`src/hw/rtl/d2e_pkg.sv`:
```
`default_nettype none

package d2e_pkg;

    localparam int YEAR_W    = 12;
    localparam int MONTH_W   = 4;
    localparam int DAY_W     = 5;
    localparam int HOUR_W    = 5;
    localparam int MINUTE_W  = 6;
    localparam int SECOND_W  = 6;
    localparam int ZONE_W    = 17;
    localparam int EPOCH_W   = 33;

    // Day count is signed two's complement; time of day is unsigned.
    localparam int DAYS_W    = 22;
    localparam int HMS_W     = 17;

    localparam int EPOCH_YEAR         = 1970;
    // Leap years in 1..1969.
    localparam int LEAPS_BEFORE_EPOCH = 477;
    localparam int DAYS_PER_YEAR      = 365;
    localparam int SECS_PER_DAY       = 86400;
    localparam int SECS_PER_HOUR      = 3600;
    localparam int SECS_PER_MINUTE    = 60;
    localparam int ZONE_RESET         = 28800;

    // floor(n / 100) == (n * DIV100_MUL) >> DIV100_SHIFT for n below 43690.
    localparam int DIV100_MUL   = 5243;
    localparam int DIV100_SHIFT = 19;

    localparam int LAST_MONTH_IDX = 12;

    typedef logic signed [ZONE_W-1:0]  t_zone;
    typedef logic signed [EPOCH_W-1:0] t_epoch;

    typedef struct packed {
        logic s1;
        logic s2;
    } t_stage_en;

    // Days before the start of month index+1 in a common year.
    function automatic logic [8:0] month_start(input logic [MONTH_W-1:0] idx);
        logic [8:0] days;
        case (idx)
            4'd0:    days = 9'd0;
            4'd1:    days = 9'd31;
            4'd2:    days = 9'd59;
            4'd3:    days = 9'd90;
            4'd4:    days = 9'd120;
            4'd5:    days = 9'd151;
            4'd6:    days = 9'd181;
            4'd7:    days = 9'd212;
            4'd8:    days = 9'd243;
            4'd9:    days = 9'd273;
            4'd10:   days = 9'd304;
            4'd11:   days = 9'd334;
            default: days = 9'd365;
        endcase
        return days;
    endfunction

endpackage

`default_nettype wire

```
`src/hw/rtl/d2e_if.sv`:
```
`default_nettype none

interface d2e_in_if;
    logic                               valid;
    logic                               ready;
    logic [d2e_pkg::YEAR_W-1:0]         year;
    logic [d2e_pkg::MONTH_W-1:0]        month;
    logic [d2e_pkg::DAY_W-1:0]          day;
    logic [d2e_pkg::HOUR_W-1:0]         hour;
    logic [d2e_pkg::MINUTE_W-1:0]       minute;
    logic [d2e_pkg::SECOND_W-1:0]       second;

    modport source (output valid, year, month, day, hour, minute, second, input ready);
    modport sink   (input valid, year, month, day, hour, minute, second, output ready);
endinterface

interface d2e_out_if;
    logic                  valid;
    logic                  ready;
    d2e_pkg::t_epoch       epoch_seconds;

    modport source (output valid, epoch_seconds, input ready);
    modport sink   (input valid, epoch_seconds, output ready);
endinterface

interface d2e_cfg_if;
    logic                  valid;
    logic                  ready;
    d2e_pkg::t_zone        zone_offset_seconds;

    modport source (output valid, zone_offset_seconds, input ready);
    modport sink   (input valid, zone_offset_seconds, output ready);
endinterface

`default_nettype wire

```
`src/hw/rtl/d2e_days.sv`:
```
`default_nettype none

// Stages 1 and 2: calendar date to a signed day count, and time of day to seconds.
module d2e_days (
    input  wire                               i_clk,
    input  wire d2e_pkg::t_stage_en           i_en,
    input  wire [d2e_pkg::YEAR_W-1:0]         i_year,
    input  wire [d2e_pkg::MONTH_W-1:0]        i_month,
    input  wire [d2e_pkg::DAY_W-1:0]          i_day,
    input  wire [d2e_pkg::HOUR_W-1:0]         i_hour,
    input  wire [d2e_pkg::MINUTE_W-1:0]       i_minute,
    input  wire [d2e_pkg::SECOND_W-1:0]       i_second,
    output logic [d2e_pkg::DAYS_W-1:0]        o_days,
    output logic [d2e_pkg::HMS_W-1:0]         o_hms
);

    localparam int YW = d2e_pkg::YEAR_W;
    localparam int MW = d2e_pkg::MONTH_W;
    localparam int DW = d2e_pkg::DAYS_W;
    localparam int HW = d2e_pkg::HMS_W;

    // Stage 1 combinational.
    logic [YW-1:0] n_ym1;
    logic [24:0]   n_mul_y;
    logic [24:0]   n_mul_ym1;
    logic [22:0]   n_mul_q4;
    logic [MW-1:0] n_midx;
    logic [HW-1:0] n_hms;

    // Stage 1 registers.
    logic [YW-1:0] r_year;
    logic [5:0]    r_q100_y;
    logic [5:0]    r_q100_ym1;
    logic [9:0]    r_q4_ym1;
    logic [3:0]    r_q400_ym1;
    logic [MW-1:0] r_midx;
    logic [4:0]    r_day;
    logic [HW-1:0] r_hms;

    // Stage 2 combinational.
    logic [YW-1:0] n_hund;
    logic [YW-1:0] n_rem100;
    logic          n_leap;
    logic [10:0]   n_leaps;
    logic [20:0]   n_span;
    logic [DW-1:0] n_year_days;
    logic [DW-1:0] n_days;

    logic [DW-1:0] r_days;
    logic [HW-1:0] r_hms2;

    always_comb begin
        n_ym1     = i_year - YW'(1);
        n_mul_y   = 25'(i_year) * 25'(d2e_pkg::DIV100_MUL);
        n_mul_ym1 = 25'(n_ym1) * 25'(d2e_pkg::DIV100_MUL);
        // floor(n / 400) is floor(floor(n / 4) / 100).
        n_mul_q4  = 23'(n_ym1[YW-1:2]) * 23'(d2e_pkg::DIV100_MUL);

        if (i_month == '0) begin
            n_midx = '0;
        end else if (i_month - MW'(1) > MW'(d2e_pkg::LAST_MONTH_IDX)) begin
            n_midx = MW'(d2e_pkg::LAST_MONTH_IDX);
        end else begin
            n_midx = i_month - MW'(1);
        end

        n_hms = HW'(i_hour) * HW'(d2e_pkg::SECS_PER_HOUR)
              + HW'(i_minute) * HW'(d2e_pkg::SECS_PER_MINUTE)
              + HW'(i_second);
    end

    always_ff @(posedge i_clk) begin
        if (i_en.s1) begin
            r_year     <= i_year;
            r_q100_y   <= n_mul_y[24:d2e_pkg::DIV100_SHIFT];
            r_q100_ym1 <= n_mul_ym1[24:d2e_pkg::DIV100_SHIFT];
            r_q4_ym1   <= n_ym1[YW-1:2];
            r_q400_ym1 <= n_mul_q4[22:d2e_pkg::DIV100_SHIFT];
            r_midx     <= n_midx;
            r_day      <= i_day;
            r_hms      <= n_hms;
        end
    end

    always_comb begin
        n_hund   = YW'(r_q100_y) * YW'(100);
        n_rem100 = r_year - n_hund;
        // A year divisible by 400 is a century whose hundreds count is a multiple of 4.
        n_leap   = (r_year[1:0] == 2'b00) && ((n_rem100 != '0) || (r_q100_y[1:0] == 2'b00));
        n_leaps  = 11'(r_q4_ym1) + 11'(r_q400_ym1) - 11'(r_q100_ym1);

        n_span   = 21'(r_year - YW'(d2e_pkg::EPOCH_YEAR)) * 21'(d2e_pkg::DAYS_PER_YEAR);
        if (r_year > YW'(d2e_pkg::EPOCH_YEAR)) begin
            n_year_days = DW'(n_span) + DW'(n_leaps) - DW'(d2e_pkg::LEAPS_BEFORE_EPOCH);
        end else begin
            n_year_days = '0;
        end

        n_days = n_year_days
               + DW'(d2e_pkg::month_start(r_midx))
               + DW'(n_leap && (r_midx >= MW'(2)))
               + DW'(r_day)
               - DW'(1);
    end

    always_ff @(posedge i_clk) begin
        if (i_en.s2) begin
            r_days <= n_days;
            r_hms2 <= r_hms;
        end
    end

    assign o_days = r_days;
    assign o_hms  = r_hms2;

endmodule

`default_nettype wire

```
`src/hw/rtl/date_to_epoch_seconds_core.sv`:
```
`default_nettype none

// Channel   Direction  Payload
// i_req     in         year, month, day, hour, minute, second
// o_rsp     out        epoch_seconds (signed, wraps modulo 2^33)
// i_cfg     in         zone_offset_seconds (signed), always ready
//
// One transaction per cycle in each direction while the output is not stalled.
// Four register stages: leap divisions, day count, day-to-seconds multiply, zone subtract.
// The 22 x 18 bit signed multiply of the third stage sets the clock period.
// Reset empties the pipeline and sets the zone offset to +28800 seconds.
// A stalled output holds its result; each stage accepts whenever its successor moves.
module date_to_epoch_seconds_core (
    input  wire        i_clk,
    input  wire        i_rst_n,
    d2e_in_if.sink     i_req,
    d2e_out_if.source  o_rsp,
    d2e_cfg_if.sink    i_cfg
);

    localparam int DW = d2e_pkg::DAYS_W;
    localparam int HW = d2e_pkg::HMS_W;
    localparam int EW = d2e_pkg::EPOCH_W;
    localparam int ZW = d2e_pkg::ZONE_W;

    logic r_v1, r_v2, r_v3, r_v4;
    logic w_rdy1, w_rdy2, w_rdy3, w_rdy4;

    d2e_pkg::t_stage_en w_en;
    d2e_pkg::t_zone     r_zone;

    logic [DW-1:0]         w_days;
    logic [HW-1:0]         w_hms;
    logic signed [39:0]    w_prod;
    logic [EW-1:0]         r_prod;
    logic [HW-1:0]         r_hms;
    logic [EW-1:0]         n_epoch;
    logic [EW-1:0]         r_epoch;

    assign w_rdy4 = !r_v4 || o_rsp.ready;
    assign w_rdy3 = !r_v3 || w_rdy4;
    assign w_rdy2 = !r_v2 || w_rdy3;
    assign w_rdy1 = !r_v1 || w_rdy2;

    assign w_en.s1 = w_rdy1;
    assign w_en.s2 = w_rdy2;

    assign i_req.ready = w_rdy1;
    assign i_cfg.ready = 1'b1;

    always_ff @(posedge i_clk) begin
        if (!i_rst_n) begin
            r_v1   <= 1'b0;
            r_v2   <= 1'b0;
            r_v3   <= 1'b0;
            r_v4   <= 1'b0;
            r_zone <= ZW'(d2e_pkg::ZONE_RESET);
        end else begin
            if (w_rdy1) begin
                r_v1 <= i_req.valid;
            end
            if (w_rdy2) begin
                r_v2 <= r_v1;
            end
            if (w_rdy3) begin
                r_v3 <= r_v2;
            end
            if (w_rdy4) begin
                r_v4 <= r_v3;
            end
            if (i_cfg.valid) begin
                r_zone <= i_cfg.zone_offset_seconds;
            end
        end
    end

    d2e_days u_days (
        .i_clk    (i_clk),
        .i_en     (w_en),
        .i_year   (i_req.year),
        .i_month  (i_req.month),
        .i_day    (i_req.day),
        .i_hour   (i_req.hour),
        .i_minute (i_req.minute),
        .i_second (i_req.second),
        .o_days   (w_days),
        .o_hms    (w_hms)
    );

    assign w_prod = $signed(w_days) * $signed(18'(d2e_pkg::SECS_PER_DAY));

    always_ff @(posedge i_clk) begin
        if (w_rdy3) begin
            r_prod <= w_prod[EW-1:0];
            r_hms  <= w_hms;
        end
    end

    assign n_epoch = r_prod + EW'(r_hms) - {{(EW-ZW){r_zone[ZW-1]}}, r_zone};

    always_ff @(posedge i_clk) begin
        if (w_rdy4) begin
            r_epoch <= n_epoch;
        end
    end

    assign o_rsp.valid         = r_v4;
    assign o_rsp.epoch_seconds = r_epoch;

endmodule

`default_nettype wire

```
`src/flat_wrapper.sv`:
```
// flat-port wrapper written by rule: the top's interface ports become plain ports
module date_to_epoch_seconds_core_flat 
  (i_clk, i_rst_n, i_req_valid, i_req_year, i_req_month, i_req_day, i_req_hour, i_req_minute, i_req_second, i_req_ready, o_rsp_valid, o_rsp_epoch_seconds, o_rsp_ready, i_cfg_valid, i_cfg_zone_offset_seconds, i_cfg_ready);
  d2e_in_if i_req_i ();
  d2e_out_if o_rsp_i ();
  d2e_cfg_if i_cfg_i ();
  input  wire i_clk;
  input  wire i_rst_n;
  input wire logic [$bits(i_req_i.valid)-1:0] i_req_valid;
  input wire logic [$bits(i_req_i.year)-1:0] i_req_year;
  input wire logic [$bits(i_req_i.month)-1:0] i_req_month;
  input wire logic [$bits(i_req_i.day)-1:0] i_req_day;
  input wire logic [$bits(i_req_i.hour)-1:0] i_req_hour;
  input wire logic [$bits(i_req_i.minute)-1:0] i_req_minute;
  input wire logic [$bits(i_req_i.second)-1:0] i_req_second;
  output wire logic [$bits(i_req_i.ready)-1:0] i_req_ready;
  output wire logic [$bits(o_rsp_i.valid)-1:0] o_rsp_valid;
  output wire logic [$bits(o_rsp_i.epoch_seconds)-1:0] o_rsp_epoch_seconds;
  input wire logic [$bits(o_rsp_i.ready)-1:0] o_rsp_ready;
  input wire logic [$bits(i_cfg_i.valid)-1:0] i_cfg_valid;
  input wire logic [$bits(i_cfg_i.zone_offset_seconds)-1:0] i_cfg_zone_offset_seconds;
  output wire logic [$bits(i_cfg_i.ready)-1:0] i_cfg_ready;
  assign i_req_i.valid = i_req_valid;
  assign i_req_i.year = i_req_year;
  assign i_req_i.month = i_req_month;
  assign i_req_i.day = i_req_day;
  assign i_req_i.hour = i_req_hour;
  assign i_req_i.minute = i_req_minute;
  assign i_req_i.second = i_req_second;
  assign i_req_ready = i_req_i.ready;
  assign o_rsp_valid = o_rsp_i.valid;
  assign o_rsp_epoch_seconds = o_rsp_i.epoch_seconds;
  assign o_rsp_i.ready = o_rsp_ready;
  assign i_cfg_i.valid = i_cfg_valid;
  assign i_cfg_i.zone_offset_seconds = i_cfg_zone_offset_seconds;
  assign i_cfg_ready = i_cfg_i.ready;
  date_to_epoch_seconds_core u_core (.i_clk(i_clk), .i_rst_n(i_rst_n), .i_req(i_req_i), .o_rsp(o_rsp_i), .i_cfg(i_cfg_i));
endmodule
```
`config.mk`:
```
export PLATFORM = sky130hd
export DESIGN_NAME = date_to_epoch_seconds_core_flat
export DESIGN_NICKNAME = d
export VERILOG_FILES = /design/src/hw/rtl/d2e_pkg.sv /design/src/hw/rtl/d2e_if.sv /design/src/hw/rtl/d2e_days.sv /design/src/hw/rtl/date_to_epoch_seconds_core.sv /design/src/flat_wrapper.sv
export SDC_FILE = /design/constraint.sdc
export NUM_CORES = 1
export LEC_CHECK = 0
export ABC_CLOCK_PERIOD_IN_PS = 12730
export BUFFER_PORTS_ARGS = -buffer_cell sky130_fd_sc_hd__buf_4
export CAP_MARGIN = 15
export CORE_MARGIN = 2
export CORE_UTILIZATION = 35
export DETAILED_ROUTE_END_ITERATION = 8
export PLACE_DENSITY_LB_ADDON = 0.25
export SLEW_MARGIN = 10
export SYNTH_ARGS = -nofsm -noshare
export SYNTH_HDL_FRONTEND = slang
export SYNTH_SLANG_ARGS = --single-unit
```
`constraint.sdc`:
```
create_clock -name i_clk -period 12.73 [get_ports i_clk]
set_clock_uncertainty 0.1 [all_clocks]
set_input_delay 1.9095 -clock i_clk [delete_from_list [all_inputs] [get_ports i_clk]]
set_output_delay 1.9095 -clock i_clk [all_outputs]
set_load 0.02 [all_outputs]
```
# After elaboration in Yosys (flattened, before gate mapping)
# Memories as Yosys holds them, arrays and structs flattened.
# Index checks and enable logic that the tools add are counted.
# W data, S select, Z words.
[classes]
n_reduce_logical = 16
addsub = 16
n_mux = 2
n_mul = 8
magnitude_cmp = 3
[ops]
columns = ["op", "count"]
rows = [
  ["$mul A12 B13 Y25 const B", 2],
  ["$add A33 B17 Y33", 1],
  ["$sub A33 B33 Y33", 1],
  ["$mul A22 B11 Y26 const B", 1],
  ["$mul A10 B13 Y23 const B", 1],
  ["$add A21 B11 Y22", 1],
  ["$add A22 B1 Y22", 1],
  ["$add A22 B5 Y22", 1],
  ["$add A22 B9 Y22", 1],
  ["$mux W22", 1],
  ["$sub A22 B1 Y22 const B", 1],
  ["$sub A22 B9 Y22 const B", 1],
  ["$mul A13 B10 Y21 const B", 1],
  ["$add A17 B12 Y17", 1],
  ["$add A17 B6 Y17", 1],
  ["$mul A5 B8 Y13 const B", 1],
  ["$sub A12 B11 Y13 const B", 1],
  ["$gt A12 B11 Y1 const B", 1],
  ["$reduce_bool A12 Y1", 1],
  ["$sub A12 B1 Y12 const B", 1],
  ["$sub A12 B12 Y12", 1],
  ["$add A10 B4 Y11", 1],
  ["$sub A11 B6 Y11", 1],
  ["$mul A6 B4 Y10 const B", 1],
  ["11 further kinds", 20],
]
[word_totals]
mem_count = 1
rom_bits = 144
input_bits = 60
reg_bits = 200
output_inout_bits = 36
wordCells = 65
[mem_list]
columns = ["memory", "depth", "width", "rd", "rd_clocked_by_memory_dff", "write_ports", "line", "text"]
rows = [
  ["(no name shown)", 16, 9, 1, 0, 0, "d2e_pkg.sv:44", "case (idx)"],
]

# Logic depth before layout (Yosys ltp)
# Gate-level depths: netlist (run 1).
[depth]
word_depth = 9
ltp_mapped = 41
ltp_nobuf = 41

# Hierarchy
# A second synthesis (run 1) with hierarchy kept.
[hier_totals]
cells_unflattened = 2590
hier_area_um2 = 26187.6
[modules_own_cells]
columns = ["module", "n_inst", "cells_per_inst", "area_each_um2", "seq_area_each_um2"]
rows = [
  ["d2e_days", 1, 1788, 17703.2, 3093.0],
  ["date_to_epoch_seconds_core", 1, 802, 8484.4, 2702.6],
]

# Least setup slack after synthesis (run 1)
# No wires, ideal clock.
[synth_path]
path_type = "register -> register"
startpoint = "register u_core.u_days.r_year[1]"
endpoint = "register u_core.u_days.r_days[21], in the netlist u_core.u_days.o_days[21] (data pin)"
setup_time_ns = 0.268
period_less_slack_ns = 8.606
path_slack_ns = 4.124
n_path_buf = 1
arrival_time_ns = 8.238
path_stages_with_launch = 35
required_ns = 12.362
path_cell_list = "edfxtp_1 -> inv_1 -> ha_1 -> nand2b_1 -> a31oi_1 -> nor2_1 -> xor2_1 -> ha_1 -> fa_1 -> fa_1 -> fa_1 -> inv_1 -> fa_1 -> inv_1 -> ha_1 -> a21o_1 -> a21o_1 -> or3_1 -> buf_2 -> and2_1 -> inv_1 -> ha_1 -> a21oi_1 -> and2_1 -> a211oi_2 -> or3_1 -> ha_1 -> ha_1 -> nand3_1 -> nand2_1 -> a41o_1 -> o41ai_1 -> o21ai_0 -> xnor2_1 -> xnor3_1"
[synth_via]
elab_chain_len = 9
elab_cells_between_ends = 16
cone_classes = "add/sub: 8; mul: 1; order compare: 1; mux: 1; reduce/logical: 5"
[synth_rtl]
columns = ["element", "line", "text"]
rows = [
  ["from (decl)", "d2e_days.sv:31", "logic [YW-1:0] r_year;"],
  ["from (signal assigned)", "d2e_days.sv:74", "r_year <= i_year;"],
  ["$sub A12 B11 Y13", "d2e_days.sv:92", "n_span = 21'(r_year - YW'(d2e_pkg::EPOCH_YEAR)) * 21'(d2e_pkg::DAYS_PER_YEAR);"],
  ["$mul A13 B10 Y21", "d2e_days.sv:92", ""],
  ["$add A21 B11 Y22", "d2e_days.sv:94", "n_year_days = DW'(n_span) + DW'(n_leaps) - DW'(d2e_pkg::LEAPS_BEFORE_EPOCH);"],
  ["$sub A22 B9 Y22", "d2e_days.sv:94", ""],
  ["$mux W22", "d2e_days.sv:93", "if (r_year > YW'(d2e_pkg::EPOCH_YEAR)) begin"],
  ["$add A22 B9 Y22", "d2e_days.sv:100", "+ DW'(d2e_pkg::month_start(r_midx))"],
  ["$add A22 B1 Y22 *", "d2e_days.sv:101", "+ DW'(n_leap && (r_midx >= MW'(2)))"],
  ["$add A22 B5 Y22 *", "d2e_days.sv:102", "+ DW'(r_day)"],
  ["$sub A22 B1 Y22 *", "d2e_days.sv:103", "- DW'(1);"],
  ["net u_core.u_days.n_days[21]", "d2e_days.sv:47", "logic [DW-1:0] n_days;"],
  ["to (signal assigned)", "d2e_days.sv:108", "r_days <= n_days;"],
  ["to (decl)", "d2e_days.sv:49", "logic [DW-1:0] r_days;"],
]
# Mark *: on every way through the listed nets, which the timed path passes. The rest lies on a longest branch.
# A chain may end at the register's enable or synchronous reset.

# Worst setup path after layout (run 1)
# Ends and elaborated chain as after synthesis.

==> impl_results.md, run 1 <==
- CTS tree: done
- #FFs+latches synth: 200
- Max Used Layer: met4
- Setup crit start kind: flop
- Failing checks: design-rule violations
- Vias post-DR: roughly 17000
- Total GRT Usage: a little over an eighth
- Clock sinks: 200
- # IOs: 96
- Post-synthesis cell area: 0.0259 mm^2
- Top cells by area, synth: ha_1 27%, edfxtp_1 21%, fa_1 18%
- CTS root buf: clkbuf_16
- Crit path DAT: approximately 9.5 ns
- GPL Wtd Cong: around 0.84
- Final hold vios: 0
- First-pass GRT wire length: between 80 and 90 mm
- Crit Path Class: flop to flop
- CP max stage cell: fa_1
- Vias/cell: between 4 and 5
- Largest net degree at the start of global routing: 65
- Setup TNS: 0 ns
- Number of global-route vias before repair: around 18000
- Post-CTS Hold Buffers: 0
- Max Cap Viol: 0
- Count leader, synth: inv_1
- Residual DRC count: 7
- Area of the multi-input gates: 0.0178 mm^2
- Clk_lat worst skew: 0.49 ns
- Met1 Routed Length: roughly 22 mm
- # fillers: 7180
- Total Die Area: 0.0762 mm^2
- Met3 Wirelength: ~1 mm
- Clock tree buffer depth: 2
- Clock transition at path regs: 0.08 ns
- Fraction of registers with async set/reset: 0%
- CP endpoint: u_core.u_days.o_days[21]
- Setup crit start: u_core.u_days.r_year[1]
- Post-Layout Cell Count: approximately 3600
- DR pass1 iterations: 9
- Initial antenna violation count: 4
- Worst reg2reg startpoint: u_core.u_days.r_year[1]
- Synth warn: 0
- Wire per inst: ~13 um
- Register area: 0.00580 mm^2
- Synth cell count leaders: 602 x inv_1, 556 x ha_1, 235 x fa_1, 179 x edfxtp_1, 134 x xnor2_1
- Final nets: 3508
- Min-delay src: u_core.u_days.o_hms[4]
- Met2 WL post-DR: 24.2 mm
- CP max FO: 6
- Period utilisation layout: 74.0%
- Largest stage delay, worst path: between 0.5 and 0.6 ns
- CP endpoint kind: flop
- R2R Setup Slk: between 3 and 4 ns
- Cell mode on critical path: ha_1
- Post-Synthesis Cells: approximately 2600
- Share of layout cells above drive strength 1: 5.77%
- Final Max Slew Viols: 0
- Placed cell count: between 3000 and 4000
- DRT iter0 DRCs: ~490
- Grt ovf: 0
- Post-synth top area share: 26.9%
- Layout area overhead: 9.80%
- Initial Util: 35.4%
- Post-cts resize count: 0
- Die Y: 276 um
- RSZ-0062 raised after global routing: false
- Top FF cell, synth: edfxtp_1
- Post-synth EDFFs: 179
- H-tree levels: 4
- Detailed Route WL: just under 50 mm
- Row cnt: 99
- Synthesized Nets: about 3400
- Final Setup Violations: 0
- Core ar.: about 0.073 mm^2
- Fmax: about 110 MHz
- Outcome: finished, violations left
- # port buffers: 94
- Sequential area share after synthesis: roughly 22%
- Min Tclk post-route: 9.42 ns
- Library cells used by synthesis: 70
- CTS Buf Count: 17
- Worst-Margin Slew: 0.979 ns
- Crit path required time: roughly 13 ns
- FF-to-FF End: u_core.u_days.o_days[21]
- Post-DRT Antenna Nets: 0
- Synthesized area per cell: a little over 10 um^2
- HP Class: flop to flop
- Post-DP HPWL: around 42 mm
- Post-CTS Setup Bufs: 0
- Largest area contributor in the netlist: ha_1
- Relative slew slack: roughly a third
- Chip width: approximately 280 um
- R2r worst-path depth: 37
-- worst max-delay path: cells and delay by family, from the launching register on --
kind            cells  cell delay, ns
compound gates      8            1.82
flops               1            0.47
buf+inv             6            0.41
simple gates        8            1.28
fa+ha+maj          11            4.28
xor+xnor            4            0.80
-- area by class of cell --
class	count	share of cell area, %
multi-input combinational	1735	62.6
sequential	200	20.4
inverter	603	7.96
tap	959	4.22
timing repair buffer	100	2.64
clock buffer	17	1.50
clock inverter	15	0.686
antenna	3	0.0264
-- worst min path at each step --
stage	depth (start not counted)	end
4_1_cts	0	u_core.r_hms[4]
3_3_place_gp	0	u_core.u_days.o_hms[14]
3_5_place_dp	0	u_core.r_hms[10]
6_report	0	u_core.r_hms[4]
5_1_grt	0	u_core.r_hms[4]
2_1_floorplan	0	u_core.r_hms[0]
-- kinds of logic (layout without fill, tap and decap cells) --
family	Yosys count	in the layout	synth area share [%]
compound gates	386	386	9.79
xor+xnor	183	183	6.27
fa+ha+maj	792	792	45.0
buf+inv	615	735	8.93
flops	200	200	22.4
mux	20	20	0.773
other cells	1	4	0.0145
simple gates	353	353	6.80
-- registers in the layout (all words and copies together), names as in the netlist --
name	flops
u_core.u_days.o_days	22
u_core.o_rsp.epoch_seconds	33
u_core.u_days.r_q100_y	6
u_core.r_v1	1
u_core.o_rsp.valid	1
u_core.u_days.o_hms	17
u_core.r_v3	1
u_core.u_days.r_year	12
u_core.r_zone	17
u_core.u_days.r_midx	4
u_core.u_days.r_q4_ym1	10
u_core.r_v2	1
u_core.r_prod	26
u_core.u_days.r_hms	17
u_core.r_hms	17
u_core.u_days.r_q400_ym1	4
u_core.u_days.r_q100_ym1	6
u_core.u_days.r_day	5
-- metrics by stage --
stage / setup slack, ns / cell area [um^2] / hold slack (ns) / util, %
floorplan: 4.12 / 25900 / 0.300 / -
global placement: 3.56 / 27800 / 0.303 / 38.1
detailed placement: 3.30 / 27800 / 0.305 / 38.1
CTS: 3.22 / 28400 / 0.315 / 38.9
global route: 2.59 / 28400 / 0.322 / 38.9
finish: 3.31 / 28400 / 0.313 / 38.9
-- layout by cell type, fill, tap and decap left out, drive strengths merged, types with 24 or more instances in the layout --
cell type and n:
ha 556, edfxtp 179, inv 611, buf 100, o21ai 61, nand3 24
nor2 83, o21bai 30, a21oi 114, nor2b 35, xor2 47, nand2b 27
a21o 53, nand2 77, fa 235, nor3 37, xnor2 135
-- routing by layer --
layer / global-route usage, % / vias to the layer above
li1: - / 8717
met1: 16.1 / 7953
met2: 23.8 / 138
met3: 1.65 / 53
met4: 4.27 / 0
met5: 0 / -
Power of run 1 is not shown: default switching activity piles up to over one toggle a cycle in this logic, so the estimate is an artifact.
==> inputs of run 2 (changes only) <==
- ABC_CLOCK_PERIOD_IN_PS: 12730 -> 8600
- clock period: 12.73 -> 8.6 ns (I/O delays scaled with it)
==> run 2 against run 1 <==
Effect of this change: the run still ends with design-rule violations left; fmax up 14%; first-iteration DRC count up 11%; die area unchanged; non-clock buffer count up 73; critical path depth down 1; worst setup slack worse by 3.0 ns; register-to-register slack worse by 3.0 ns; core utilization up 1.8 points; sequential share of layout area down 0.89 points; sequential cell count unchanged; cell count up 2.0%; hold slack worse by 0.0055 ns; critical path type unchanged.
==> impl_results.md, run 2 (synthesis results as in run 1) <==
- Commonest non-fill, non-tap cell in the layout: inv_1
- Post-CTS Hold Buffers: 0 (unchanged)
- Row cnt: 99 (unchanged)
- Detailed Route WL: 50.0 mm (+3.2%)
- GPL Wtd Cong: 0.817 (-3.0%)
- Core ar.: 0.0731 mm^2 (unchanged)
- Fmax: 121 MHz (+14%)
- Cell mode on critical path: inv_1
- Util after Layout: 40.7% (+1.8 points)
- # port buffers: 94 (unchanged)
- CTS tree: done
- Clock transition at path regs: 0.09 ns (about the same)
- CP max FO: 6 (unchanged)
- Final hold vios: 0 (unchanged)
- CP max stage cell: fa_1
- Relative slew slack: 32.8% (-1.5 points)
- Final Max Slew Viols: 0 (unchanged)
- Clk_lat worst skew: 0.49 ns (about the same)
- Post-DP HPWL: 42.8 mm (+1.3%)
- Final nets: 3581 (+2.1%)
- Residual DRC count: 7 (unchanged)
- Period utilisation layout: 95.9% (+22 points)
- Setup TNS: 0 ns (unchanged)
- CTS Buf Count: 17 (unchanged)
- DR pass1 iterations: 7 (-2)
- Layout area overhead: 14.8%
- Worst-Margin Slew: 1.00 ns (+0.0253 ns)
- Chip width: 276 um (unchanged)
- Crit path DAT: 8.37 ns (-1.16 ns)
- CTS root buf: clkbuf_16
- Largest net degree at the start of global routing: 65 (unchanged)
- Largest register FFs: 33 (unchanged)
- Max Cap Viol: 0 (unchanged)
- Clock tree buffer depth: 2 (unchanged)
- Setup crit start kind: flop
- Final Setup Violations: 0 (unchanged)
- Share of layout cells above drive strength 1: 11.6% (+5.8 points)
- Vias/cell: 4.63 (-0.18%)
- Grt ovf: 0 (unchanged)
- DRT iter0 DRCs: 547 (+11%)
- Number of global-route vias before repair: 18200 (+2.0%)
- Post-DRT Antenna Nets: 0 (unchanged)
- Outcome: finished, violations left
- Crit path required time: 8.72 ns (-4.12 ns)
- Wire per inst: 13.5 um (+1.3%)
- Total Die Area: 0.0762 mm^2 (unchanged)
- Crit Path Class: flop to flop
- Vias post-DR: 17200 (+1.8%)
- Initial Util: 35.4% (unchanged)
- Failing checks: design-rule violations
- # IOs: 96 (unchanged)
- Largest stage delay, worst path: 0.53 ns (about the same)
- First-pass GRT wire length: 85.3 mm (+2.5%)
- Most frequent cells in the layout: 593 x inv_1, 526 x ha_1, 234 x fa_1, 179 x edfxtp_1, 169 x buf_4
- Initial antenna violation count: 1 (-3)
- CP endpoint kind: flop
- Total GRT Usage: 13.4% (+0.28 points)
- Final hold slack: 0.308 ns (-0.00545 ns)
- Clock sinks: 200 (unchanged)
- Min Tclk post-route: 8.25 ns (-1.17 ns)
- H-tree levels: 4 (unchanged)
- HP Class: flop to flop
- Die Y: 276 um (unchanged)
-- run 2: area by class of cell --
type,instances,area [um^2]
sequential,200,5800
antenna,1,2.50
tap,959,1200
inverter,603,2260
clock inverter,15,174
clock buffer,17,425
timing repair buffer,173,1310
fill,7065,43300
multi-input combinational,1735,18600
-- run 2: path summary, 6_finish.rpt --
| path | cells past startpoint | end | slack (ns) | from |
|---|---|---|---|---|
| max reg2reg | 36 | u_core.u_days.o_days[21] | 0.35 | u_core.u_days.r_year[1] |
| max | 36 | u_core.u_days.o_days[21] | 0.35 | u_core.u_days.r_year[1] |
| min reg2reg | 0 | u_core.r_hms[4] | 0.31 | u_core.u_days.o_hms[4] |
| min | 0 | u_core.r_hms[4] | 0.31 | u_core.u_days.o_hms[4] |
-- run 2: worst max-delay path, delay by kind of cell (launching register included) --
kind                       cells  cell delay, ns
AOI/OAI and AO/OA             12            2.22
xor gates and xnor gates       4            0.65
adders and majority gates      9            3.40
buffers and inverters          7            0.60
DFF                            1            0.40
and+or+nand+nor                4            0.61
-- run 2: timing repair --
item	CTS	global route
buffers inserted	0	22
endpoints found under the setup margin	2	5
hold endpoints to repair	0	0
cloned	0	0
gates resized for setup	9	114
pin swaps	0	61
-- run 2: stage by stage --
stage	instance area (um^2)	cells	setup WS (ns)
detailed placement	28200	3648	-0.163
global placement	28200	3648	0.0664
finish	29700	3703	0.352
global route	29700	3703	-0.0882
CTS	28900	3680	0.00565
floorplan	25900	2550	0.0614
-- run 2: metal layers --
metal / up-vias / global-route usage (%) / wire length, um
met3: 46 / 1.71 / 960
met4: 0 / 3.81 / 768
met2: 144 / 24.4 / 25300
met1: 8118 / 16.6 / 22900
li1: 8852 / - / -
met5: - / 0 / 0
Power of run 2 is left out for the same reason.
==> inputs of run 3 (changes only) <==
- CORE_UTILIZATION: 35 -> 30
- GPL_TIMING_DRIVEN: default -> 0
==> run 3 against run 2 <==
Effect of this change: the flow now finishes without violations; first-iteration DRC count down 22%; final area is 1.9% higher; core utilization is 5.2 points lower; via count shrank 1.5%; cell count is 5.0% higher; hold slack improved by 0.0026 ns; count of clock-buffer cells in the layout up 1; sequential cell count did not move; global-route usage decreased by 1.7 points; sequential share of layout area shrank 0.37 points; register-to-register slack lost 0.20 ns; largest cell class unchanged; highest routed layer unchanged.
==> impl_results.md, run 3 (synthesis results as in run 1) <==
- # fillers: 8611 (+22%)
- CTS tree: done
- H-tree levels: 4 (unchanged)
- Number of global-route vias before repair: 17800 (-2.1%)
- Share of layout cells above drive strength 1: 12.2% (+0.66 points)
- Commonest non-fill, non-tap cell in the layout: inv_1
- Vias/cell: 4.35 (-6.2%)
- Chip width: 298 um (+7.9%)
- Wire per inst: 12.8 um (-5.0%)
- Final Setup Violations: 0 (unchanged)
- Vias post-DR: 16900 (-1.5%)
- Largest register FFs: 33 (unchanged)
- Initial antenna violation count: 1 (unchanged)
- # IOs: 96 (unchanged)
- Period utilisation layout: 98.2% (+2.3 points)
- Crit path required time: 8.73 ns (about the same)
- Outcome: completed
- Detailed Route WL: 49.8 mm (-0.33%)
- CP max FO: 5 (-1)
- CP endpoint kind: flop
- Total Die Area: 0.0887 mm^2 (+16%)
- DR pass1 iterations: 6 (-1)
- Grt ovf: 0 (unchanged)
- # port buffers: 93 (-1.1%)
- Crit path DAT: 8.57 ns (+0.20 ns)
- Clock sinks: 200 (unchanged)
- Ant diodes: 0 (-1)
- Post-DRT Antenna Nets: 0 (unchanged)
- CTS Buf Count: 17 (unchanged)
- Max Cap Viol: 0 (unchanged)
- Layout area overhead: 17.0%
- Row cnt: 107 (+8.1%)
- Setup crit start kind: flop
- Clk_lat worst skew: 0.50 ns (about the same)
- Final nets: 3581 (unchanged)
- Die Y: 298 um (+7.9%)
- CP max stage cell: fa_1
- Clock transition at path regs: 0.09 ns (about the same)
- Final Max Slew Viols: 0 (unchanged)
- Pre-CTS setup slack: -1.12 ns (-0.959 ns)
- HP Class: flop to flop
- Largest stage delay, worst path: 0.52 ns (about the same)
- GPL Wtd Cong: 0.808 (-1.1%)
- Initial Util: 30.3% (-5.1 points)
- Worst-Margin Slew: 1.04 ns (+0.0399 ns)
- DP Area: 0.0281 mm^2 (-0.28%)
- Core ar.: 0.0854 mm^2 (+17%)
- Residual DRC count: 0 (-7)
- Util after Layout: 35.5% (-5.2 points)
- Final instance area: 0.0303 mm^2 (+1.9%)
- Register area: 0.00580 mm^2 (unchanged)
- Final setup margin: 0.151 ns (-0.201 ns)
- Clock tree buffer depth: 2 (unchanged)
- Total GRT Usage: 11.7% (-1.7 points)
- Post-Layout Cell Count: 3887 (+5.0%)
- Post-CTS Hold Buffers: 0 (unchanged)
- Fmax: 118 MHz (-2.4%)
- Most frequent cells in the layout: 592 x inv_1, 515 x ha_1, 234 x fa_1, 179 x edfxtp_1, 159 x buf_4
- Post-DP HPWL: 42.2 mm (-1.4%)
- RSZ-0062 raised after global routing: true
- First-pass GRT wire length: 85.4 mm (about the same)
- Placed cell count: 3790 (+3.9%)
- Crit Path Class: flop to flop
- Largest net degree at the start of global routing: 40 (-38%)
- CTS root buf: clkbuf_16
- Area of the multi-input gates: 0.0189 mm^2 (+1.8%)
- DRT iter0 DRCs: 428 (-22%)
- Min Tclk post-route: 8.45 ns (+0.201 ns)
- Final hold vios: 0 (unchanged)
- Relative slew slack: 30.1% (-2.7 points)
==> run 3: changes by cell type in the layout (fill, tap and decap cells not counted), moves of 3 or more <==
cell / previous run / this run
ha_4: 27 / 40
ha_1: 526 / 515
buf_4: 169 / 159
clkbuf_1: 0 / 10
xnor2_1: 128 / 123
xnor2_4: 1 / 5
a21oi_1: 111 / 108
buf_6: 4 / 1
==> run 3: critical path: cells and delay by family, from the launching register on <==
family / cells / cell delay, ns
fa+ha+maj: 10 / 3.47
compound gates: 8 / 1.38
xor+xnor: 3 / 0.59
buf+inv: 8 / 0.68
simple gates: 8 / 1.50
flops: 1 / 0.43
==> run 3: cell type report <==
cell class,instances,share of cell area [%]
Clock buffer,18,1.43
Multi-Input combinational cell,1735,62.3
Timing Repair Buffer,162,4.17
Tap cell,1144,4.72
Sequential cell,200,19.1
Buffer,11,0.149
Clock inverter,14,0.603
Inverter,603,7.48
==> run 3: metal layers <==
metal	share of wire (%)	up-vias	global-route usage, %
li1	-	8847	-
met1	47	7900	14.6
met2	50	116	21.2
met3	1.8	37	1.75
met4	1.7	0	2.80
met5	0	-	0
==> run 3: path summary, 6_finish.rpt <==
kind                                               from                        to  slack (ns)  cells after the start
worst max-delay path            u_core.u_days.r_year[1]  u_core.u_days.o_days[21]        0.15                     37
worst min-delay path             u_core.u_days.o_hms[3]           u_core.r_hms[3]        0.31                      0
worst max register to register  u_core.u_days.r_year[1]  u_core.u_days.o_days[21]        0.15                     37
worst min register to register   u_core.u_days.o_hms[3]           u_core.r_hms[3]        0.31                      0
==> run 3: per-stage QoR <==
stage                     TNS (ns)  hold slack [ns]
after global placement       -3.67            0.303
after global routing        -0.196            0.318
after CTS                        0            0.316
final                            0            0.310
after detailed placement     -3.45            0.305
after floorplan                  0            0.300
==> run 3: what timing repair did <==
action                                  CTS  global route
gates resized for setup                  68            91
setup buffers                            26            40
gates cloned                              0             0
pin swaps                                19            61
endpoints found under the setup margin    7             4
Power of run 3 is left out for the same reason.
